==> src/rtl/core/btnard_pkg.sv <==
package btnard_pkg;

   // Event kinds carried on the request side in tuser.
   typedef enum logic [1:0] {
      FUNC_POLL   = 2'd0,
      FUNC_UP     = 2'd1,
      FUNC_DOWN   = 2'd2,
      FUNC_REPLAY = 2'd3
   } func_type;

   // Configuration register indexes.
   typedef enum logic [1:0] {
      CSR_ENABLE   = 2'd0,
      CSR_REPEAT   = 2'd1,
      CSR_DEBOUNCE = 2'd2,
      CSR_UNUSED   = 2'd3
   } csr_index_type;

   localparam int unsigned TIME_W     = 32;
   localparam int unsigned MS_W       = 16;
   localparam int unsigned CSR_DATA_W = 16;
   localparam int unsigned REQ_DATA_W = 40;
   localparam int unsigned RSP_DATA_W = 8;

   localparam logic [MS_W-1:0] REPEAT_RESET   = 16'd200;
   localparam logic [MS_W-1:0] DEBOUNCE_RESET = 16'd500;

endpackage

==> src/rtl/core/button_autorepeat_debounce_unit.sv <==
// Channel   Dir  Handshake               Payload
// req       in   req_tvalid/req_tready   tdata: now_ms, up_pressed, down_pressed; tuser: func
// rsp       out  rsp_tvalid/rsp_tready   tdata: step_up, step_down, replay_request
// csr       in   csr_we (no wait)        csr_index selects the register, csr_wdata the value
//
// The unit takes one word per cycle while the result side is not stalled, and presents exactly
// one word for each on the result side when the input register hands it to the result register.
// The key and replay state is updated on that same edge, so consecutive words see each
// other's effects in order. A stalled result register holds the input register; the input
// side keeps accepting as long as the input register can move or is empty.
// Reset (synchronous, active high) clears valid flags, key flags and stamps; 200/500 ms.
module button_autorepeat_debounce_unit (
   input  logic                                 clock,
   input  logic                                 reset,
   input  logic                                 req_tvalid,
   output logic                                 req_tready,
   // [31:0] now_ms, [32] up_pressed, [33] down_pressed, [39:34] zero
   input  logic [btnard_pkg::REQ_DATA_W-1:0]    req_tdata,
   // [1:0] func
   input  logic [1:0]                           req_tuser,
   output logic                                 rsp_tvalid,
   input  logic                                 rsp_tready,
   // [0] step_up, [1] step_down, [2] replay_request, [7:3] zero
   output logic [btnard_pkg::RSP_DATA_W-1:0]    rsp_tdata,
   input  logic                                 csr_we,
   input  logic [1:0]                           csr_index,
   input  logic [btnard_pkg::CSR_DATA_W-1:0]    csr_wdata
);
   import btnard_pkg::*;

   // Configuration registers.
   logic            enable_ff,   enable_in;
   logic [MS_W-1:0] repeat_ff,   repeat_in;
   logic [MS_W-1:0] debounce_ff, debounce_in;

   // Input register.
   logic              req_valid_ff, req_valid_in;
   func_type          req_func_ff;
   logic [TIME_W-1:0] req_now_ff;
   logic              req_up_ff;
   logic              req_down_ff;

   // Key and replay state.
   logic              up_held_ff,      up_held_in;
   logic              up_waiting_ff,   up_waiting_in;
   logic [TIME_W-1:0] up_stamp_ff,     up_stamp_in;
   logic              down_held_ff,    down_held_in;
   logic              down_waiting_ff, down_waiting_in;
   logic [TIME_W-1:0] down_stamp_ff,   down_stamp_in;
   logic [TIME_W-1:0] replay_stamp_ff, replay_stamp_in;

   // Result register.
   logic rsp_valid_ff, rsp_valid_in;
   logic step_up_ff,   step_up_in;
   logic step_down_ff, step_down_in;
   logic replay_ff,    replay_in;

   logic              advance;
   logic [TIME_W-1:0] up_age;
   logic [TIME_W-1:0] down_age;
   logic [TIME_W-1:0] replay_age;

   // The input register moves on when the result register is empty or being drained.
   assign advance    = req_valid_ff && (!rsp_valid_ff || rsp_tready);
   assign req_tready = !req_valid_ff || advance;

   assign rsp_tvalid = rsp_valid_ff;
   assign rsp_tdata  = {5'b0, replay_ff, step_down_ff, step_up_ff};

   // Elapsed times use wrapping 32-bit subtraction.
   assign up_age     = req_now_ff - up_stamp_ff;
   assign down_age   = req_now_ff - down_stamp_ff;
   assign replay_age = req_now_ff - replay_stamp_ff;

   // Configuration writes; an index beyond the list is dropped.
   always_comb begin
      enable_in   = enable_ff;
      repeat_in   = repeat_ff;
      debounce_in = debounce_ff;
      if (csr_we) begin
         unique case (csr_index_type'(csr_index))
            CSR_ENABLE:   enable_in   = csr_wdata[0];
            CSR_REPEAT:   repeat_in   = csr_wdata;
            CSR_DEBOUNCE: debounce_in = csr_wdata;
            default:      ;
         endcase
      end
   end

   // Event processing for the word in the input register.
   always_comb begin
      up_held_in      = up_held_ff;
      up_waiting_in   = up_waiting_ff;
      up_stamp_in     = up_stamp_ff;
      down_held_in    = down_held_ff;
      down_waiting_in = down_waiting_ff;
      down_stamp_in   = down_stamp_ff;
      replay_stamp_in = replay_stamp_ff;
      step_up_in      = 1'b0;
      step_down_in    = 1'b0;
      replay_in       = 1'b0;

      if (req_func_ff == FUNC_POLL) begin
         // A held key gives a step at once if still waiting, then once per repeat interval.
         if (up_held_ff) begin
            if (!req_up_ff) begin
               up_held_in    = 1'b0;
               up_waiting_in = 1'b0;
            end else if (up_waiting_ff) begin
               up_waiting_in = 1'b0;
               up_stamp_in   = req_now_ff;
               step_up_in    = 1'b1;
            end else if (up_age >= {{(TIME_W-MS_W){1'b0}}, repeat_ff}) begin
               up_stamp_in = req_now_ff;
               step_up_in  = 1'b1;
            end
         end
         if (down_held_ff) begin
            if (!req_down_ff) begin
               down_held_in    = 1'b0;
               down_waiting_in = 1'b0;
            end else if (down_waiting_ff) begin
               down_waiting_in = 1'b0;
               down_stamp_in   = req_now_ff;
               step_down_in    = 1'b1;
            end else if (down_age >= {{(TIME_W-MS_W){1'b0}}, repeat_ff}) begin
               down_stamp_in = req_now_ff;
               step_down_in  = 1'b1;
            end
         end
      end else if (enable_ff) begin
         // A key edge only drops the held flag of the opposite key; its waiting
         // flag stays but is inert while that key is not held.
         unique case (req_func_ff)
            FUNC_UP: begin
               up_held_in    = 1'b1;
               up_waiting_in = 1'b1;
               up_stamp_in   = req_now_ff;
               down_held_in  = 1'b0;
            end
            FUNC_DOWN: begin
               down_held_in    = 1'b1;
               down_waiting_in = 1'b1;
               down_stamp_in   = req_now_ff;
               up_held_in      = 1'b0;
            end
            FUNC_REPLAY: begin
               if (replay_age >= {{(TIME_W-MS_W){1'b0}}, debounce_ff}) begin
                  replay_stamp_in = req_now_ff;
                  replay_in       = 1'b1;
               end
            end
            default: ;
         endcase
      end
   end

   always_comb begin
      req_valid_in = req_valid_ff;
      if (req_tvalid && req_tready) begin
         req_valid_in = 1'b1;
      end else if (advance) begin
         req_valid_in = 1'b0;
      end
   end

   always_comb begin
      rsp_valid_in = rsp_valid_ff;
      if (advance) begin
         rsp_valid_in = 1'b1;
      end else if (rsp_tready) begin
         rsp_valid_in = 1'b0;
      end
   end

   always_ff @(posedge clock) begin
      if (reset) begin
         enable_ff       <= 1'b0;
         repeat_ff       <= REPEAT_RESET;
         debounce_ff     <= DEBOUNCE_RESET;
         req_valid_ff    <= 1'b0;
         rsp_valid_ff    <= 1'b0;
         up_held_ff      <= 1'b0;
         up_waiting_ff   <= 1'b0;
         up_stamp_ff     <= '0;
         down_held_ff    <= 1'b0;
         down_waiting_ff <= 1'b0;
         down_stamp_ff   <= '0;
         replay_stamp_ff <= '0;
      end else begin
         enable_ff    <= enable_in;
         repeat_ff    <= repeat_in;
         debounce_ff  <= debounce_in;
         req_valid_ff <= req_valid_in;
         rsp_valid_ff <= rsp_valid_in;
         if (advance) begin
            up_held_ff      <= up_held_in;
            up_waiting_ff   <= up_waiting_in;
            up_stamp_ff     <= up_stamp_in;
            down_held_ff    <= down_held_in;
            down_waiting_ff <= down_waiting_in;
            down_stamp_ff   <= down_stamp_in;
            replay_stamp_ff <= replay_stamp_in;
         end
      end
   end

   // Payload registers carry no reset.
   always_ff @(posedge clock) begin
      if (req_tvalid && req_tready) begin
         req_func_ff <= func_type'(req_tuser);
         req_now_ff  <= req_tdata[TIME_W-1:0];
         req_up_ff   <= req_tdata[TIME_W];
         req_down_ff <= req_tdata[TIME_W+1];
      end
      if (advance) begin
         step_up_ff   <= step_up_in;
         step_down_ff <= step_down_in;
         replay_ff    <= replay_in;
      end
   end

   // Only one key can be held at a time.
   a_one_held: assert property (@(posedge clock) disable iff (reset)
      !(up_held_ff && down_held_ff))
      else $error("both keys held");

   // A poll never yields a replay word.
   a_poll_no_replay: assert property (@(posedge clock) disable iff (reset)
      advance && req_func_ff == FUNC_POLL |=> rsp_valid_ff && !replay_ff)
      else $error("replay on a poll");

   // A replay word never carries a step.
   a_replay_alone: assert property (@(posedge clock) disable iff (reset)
      rsp_valid_ff && replay_ff |-> !step_up_ff && !step_down_ff)
      else $error("replay mixed with a step");

   // Edges while disabled leave the key state alone.
   a_disabled_edge: assert property (@(posedge clock) disable iff (reset)
      advance && !enable_ff && req_func_ff != FUNC_POLL |=>
         $stable(up_held_ff) && $stable(down_held_ff) && $stable(replay_stamp_ff))
      else $error("disabled edge changed state");

   // A word that moves on leaves the result register full.
   a_no_loss: assert property (@(posedge clock) disable iff (reset)
      advance |=> rsp_valid_ff)
      else $error("result lost");

endmodule

==> config.mk <==
export PLATFORM = sky130hd
export DESIGN_NAME = button_autorepeat_debounce_unit
export DESIGN_NICKNAME = d
export VERILOG_FILES = /design/src/rtl/core/btnard_pkg.sv /design/src/rtl/core/button_autorepeat_debounce_unit.sv
export SDC_FILE = /design/constraint.sdc
export NUM_CORES = 1
export LEC_CHECK = 0
export BUFFER_PORTS_ARGS = -buffer_cell sky130_fd_sc_hd__buf_4
export CAP_MARGIN = 15
export CORE_ASPECT_RATIO = 2
export CORE_MARGIN = 2
export CORE_UTILIZATION = 63
export DETAILED_ROUTE_END_ITERATION = 8
export PLACE_DENSITY = 0.82
export SLEW_MARGIN = 15
export SYNTH_ARGS = -nofsm -noshare
export SYNTH_HDL_FRONTEND = slang
export SYNTH_SLANG_ARGS = --single-unit
==> constraint.sdc <==
create_clock -name clock -period 7.03 [get_ports clock]
set_input_delay 1.406 -clock clock [delete_from_list [all_inputs] [get_ports clock]]
set_output_delay 1.406 -clock clock [all_outputs]
set_load 0.005 [all_outputs]
# == Word level (Yosys, flattened, before mapping) ==
# Index checks and enable logic that the tools add are counted.
# classes
addsub,3
magnitude_cmp,3
n_eq_ne,11
mux,41
bitwise,3
reduce_logical,26
# ops
operator,n
32-bit 2-to-1 mux,14
32-bit by 16-bit greater-or-equal comparator with 1-bit output,3
32-bit subtractor,3
1-bit 2-to-1 mux,25
6-bit AND reduction,2
2-bit nonzero test,5
3-bit AND reduction,3
"2-bit != test, second input constant",4
4-bit AND reduction,2
"2-bit == test, second input constant",3
"3-bit by 2-bit != test with 1-bit output, second input constant",2
2-bit AND reduction,3
5-bit AND reduction,1
"2-bit by 1-bit == test with 1-bit output, second input constant",2
2-bit logical NOT,2
1-bit case mux with 2 select lines,2
1-bit inverter,3
3-bit nonzero test,1
3-bit OR reduction,1
1-bit logical AND,2
1-bit logical NOT,2
1-bit logical OR,2
# totals
ff_bits,174
in_bits,65
out_inout_bits,10

# == Longest topological paths before layout ==
# logic_depth
word_depth,7
depth_mapped,24
mapped_depth_nobuf,23

# == Worst setup path after synthesis ==
# No wires, ideal clock.
# synth_timing
path_type,register to register
startpoint,register req_now_ff[1]
endpoint,"register step_up_ff, data pin"
t_arrival_ns,4.880
required_ns,6.774
setup_slack_ns,1.894
path_stages_with_launch,19
period_less_slack_ns,5.136
path_cell_list,edfxtp_1 > inv_1 > fa_1 > nor2b_1 > o2111ai_1 > a21oi_1 > o21ba_2 > nor2_1 > xnor2_1 > ha_1 > nor2b_1 > o21ai_0 > o2111ai_1 > or4_1 > a211o_1 > or4b_1 > or4_4 > or4_1 > and4_1
# synth_between
elab_chain_len,4
# synth_lines
item,line_no,rtl
start: declaration,button_autorepeat_debounce_unit.sv:39,logic [TIME_W-1:0] req_now_ff;
start signal: assignment,button_autorepeat_debounce_unit.sv:212,req_now_ff <= req_tdata[TIME_W-1:0];
32-bit subtractor,button_autorepeat_debounce_unit.sv:71,assign up_age = req_now_ff - up_stamp_ff;
32-bit by 16-bit greater-or-equal comparator with 1-bit output,button_autorepeat_debounce_unit.sv:113,"end else if (up_age >= {{(TIME_W-MS_W){1'b0}}, repeat_ff}) begin"
1-bit 2-to-1 mux,button_autorepeat_debounce_unit.sv:113,
1-bit 2-to-1 mux,button_autorepeat_debounce_unit.sv:109,end else if (up_waiting_ff) begin
end signal: assignment,button_autorepeat_debounce_unit.sv:217,step_up_ff <= step_up_in;
end: declaration,button_autorepeat_debounce_unit.sv:54,"logic step_up_ff, step_up_in;"
# No other way between the ends.
# A chain may end at the register's enable or synchronous reset.

# == Worst setup path after layout ==
# layout_timing
startpoint,register req_now_ff[1]
endpoint,register down_stamp_ff[22]
# layout_between
elab_chain_len,4
# layout_lines
item,line_no,rtl
32-bit subtractor,button_autorepeat_debounce_unit.sv:72,assign down_age = req_now_ff - down_stamp_ff;
32-bit by 16-bit greater-or-equal comparator with 1-bit output,button_autorepeat_debounce_unit.sv:126,"end else if (down_age >= {{(TIME_W-MS_W){1'b0}}, repeat_ff}) begin"
3-bit by 2-bit != test with 1-bit output (no source line),-,
6-bit AND reduction (no source line),-,
end signal: assignment,button_autorepeat_debounce_unit.sv:202,down_stamp_ff <= down_stamp_in;
end: declaration,button_autorepeat_debounce_unit.sv:49,"logic [TIME_W-1:0] down_stamp_ff, down_stamp_in;"
# No other way between the ends.

==> reports/metrics.yaml <==
syn-instance-count: 1608
finalHoldViolations: 0
gp_congestion: 1.00
drt_pre_antenna_iters: 8
grt_pass1_vias: 11300
rsz0062_at_grt: "no"
startpoint: "req_now_ff[1]$_DFFE_PP_"
start_kind: "register"
crit_path_top_delay_cell: "o41ai_1"
worst_slew_pin_slew_ns: 1.11
wire_per_inst_um: 18.6
avgSynthCellArea_um2: 8.09
cts_buffers: 17
instances_no_fill: 1908
max_slew_margin: 0.257
path_buf_inv: 2
ir_drop_v: 0.000215
drc_errors: 0
crit_chain: "buf_4, ha_1, nor2b_1, o2111ai_1, a21oi_1, a21oi_1, o21a_1, xnor2_1, ha_1, a211o_1, o211ai_1, o2111ai_1, a21oi_1, nand4_1, a2111oi_0, nand3_1, o41ai_1, a21boi_4, buf_4, mux2i_1, nor2_1"
synthFlopType: "dfxtp_1"
vias_per_cell: 6.11
min_to: "debounce_ff[11]$_SDFFE_PP0P_"
grt_max_degree: 80
crit_type: "register to register"
synth_edf_count: 39
final_antenna_net_count: 0
setup_viol: 0
yosys.cell_types.count: 77
gr-usage-all-layers: 0.327
r2r_end: "down_stamp_ff[22]$_SDFFE_PP0P_"
postSynth.asyncResetShare: 0
max_cap_violations: 0
hpwl_um: 28000
fin_worst_skew_ns: 0.00716
path_clk_slew_ns: 0.06
area_delta_synth_final_pct: 8.32
finalCritPeriodShare: 0.852
grt_overflow_total: 0
start_util: 0.638
run_status: "finished clean"
synth_warnings: 0
grt_pass1_wl_um: 56000
end_kind: "register"
fp.dieH_um: 207
ff2ff_path_depth: 21
required_ns: 7.34
dpl.cell_count: 1876
cts-htree-levels: 4
worst_skew_pair.late_latency_ns: 0.46
die-area_um2: 21900
cp_data_arrival_time_ns: 6.30
io_buffers: 63
maxSlewViolCount: 0
crit_family: "compound AO/OA/AOI/OAI gates"
clockBufferDepth: 2
max_stage_delay_ns: 0.72
tns_ns: 0
numClockSinks: 174
antenna_found_initial: 0
min_period_ns: 5.99
core_um2: 20400
rows: 74
min_path_cells: 2
power_mw: 2.50
cts_resized: 0
min_from: "debounce_ff[11]$_SDFFE_PP0P_"
antenna_cells: 0
p_per_area_nw_per_um2: 178
ys_seq_area_frac: 0.298
crit_path_frequent_cell: "a21oi_1"
hold_buffers: 0
cts_tree: "done"
rr_startpoint: "req_now_ff[1]$_DFFE_PP_"
wirelength_um: 35500
vias: 11700
fmax_mhz: 167
drtIter0Drc: 527
io_pins: 75
syn_area_um2: 13000
min_path_type: "register to register"
fin_nets: 1838
p_leak_nw: 5.53
ys_ff_latch: 174
r2r_slack_ns: 1.04
die_w_um: 106
crit_fanout: 18
cts_root_buf: "clkbuf_16"
drive_gt1_frac: 0.0749
postCtsSetupBuffers: 0
==> sequential cells by signal (all words and copies together) (netlist names), 2 cells and up <==
register	cells
debounce_ff	16
replay_stamp_ff	32
req_func_ff	2
down_stamp_ff	32
up_stamp_ff	32
repeat_ff	16
req_now_ff	32
==> tightest hold or removal path, cell delays in order (launching register included) <==
cell and delay, ns:
dfxtp_1 0.31, nand2_1 0.05, a21oi_1 0.05
==> how the worst max path moves through the flow <==
stage	slack, ns	to	cells past startpoint
finish	1.04	down_stamp_ff[22]$_SDFFE_PP0P_	21
floorplan	1.89	step_up_ff$_SDFFCE_PN0P_	18
CTS	1.08	up_stamp_ff[21]$_SDFFE_PP0P_	21
detailed placement	1.09	up_stamp_ff[28]$_SDFFE_PP0P_	21
global route	0.59	down_stamp_ff[14]$_SDFFE_PP0P_	21
global placement	1.15	up_stamp_ff[10]$_SDFFE_PP0P_	19
==> stage by stage <==
stage	cell area [µm²]	util	hold slack [ns]	setup WS (ns)
2_1_floorplan	13000	-	0.436	1.89
3_3_place_gp	13600	0.665	0.444	1.15
3_5_place_dp	13600	0.665	0.449	1.09
4_1_cts	14100	0.691	0.458	1.08
5_1_grt	14100	0.691	0.476	0.594
6_report	14100	0.691	0.456	1.04
==> cell usage in the layout (no fill, tap or decap), drive strengths merged, types with 43 or more instances in the layout <==
cell	netlist	layout
nor2	146	146
dfxtp	135	135
o21ai	78	78
buf	17	74
nand3	58	58
a21oi	170	170
inv	146	151
xnor2	43	43
mux2i	70	70
ha	141	141
a21o	55	55
nand2	147	147
==> area by class of cell <==
| class | count | area, µm² |
|---|---|---|
| clock buffers | 21 | 450 |
| clock inverters | 11 | 81.3 |
| fillers | 1763 | 6290 |
| inverters | 146 | 548 |
| multi-input cells | 1216 | 8230 |
| flip-flops and latches | 174 | 3870 |
| well taps | 266 | 333 |
| repair buffers | 74 | 568 |
==> per-layer routing <==
layer  up-vias  wire length, µm  part of all wire  track usage
met2       343            19000              0.53        0.610
met1      5436            12600              0.35        0.318
li1       5758                -                 -            -
met5         -                0                 0            0
met3       125             1250             0.035       0.0522
met4         0             2700             0.076        0.233
==> report_power, final <==
part / leakage (nW) / switching (mW) / internal (mW)
clock network: 0.259 / 0.421 / 0.464
logic: 3.80 / 0.314 / 0.221
registers: 1.47 / 0.0348 / 1.05
==> logic make-up (layout without fill, tap and decap cells) <==
logic type | count (synthesis) | after routing | share of synthesized area
compound gates | 446 | 446 | 0.217
other cells | 1 | 5 | 0.000288
mux | 71 | 71 | 0.0548
flops | 174 | 174 | 0.298
xor+xnor | 66 | 66 | 0.0445
buf+inv | 222 | 252 | 0.0714
simple gates | 484 | 484 | 0.173
fa+ha+maj | 144 | 144 | 0.140
==> Yosys cell counts, types with 23 or more instances <==
library cell | number | area [µm²]
a21o_1 | 55 | 413
a21oi_1 | 168 | 841
clkbuf_1 | 59 | 221
dfxtp_1 | 135 | 2700
edfxtp_1 | 39 | 1170
ha_1 | 141 | 1760
inv_1 | 146 | 548
mux2i_1 | 70 | 701
nand2_1 | 147 | 552
nand3_1 | 57 | 285
nand4_1 | 31 | 194
nor2_1 | 146 | 548
o21a_1 | 23 | 173
o21ai_0 | 61 | 305
xnor2_1 | 43 | 377
xor2_1 | 23 | 201
Note: power is estimated with default switching activity, not from simulation.
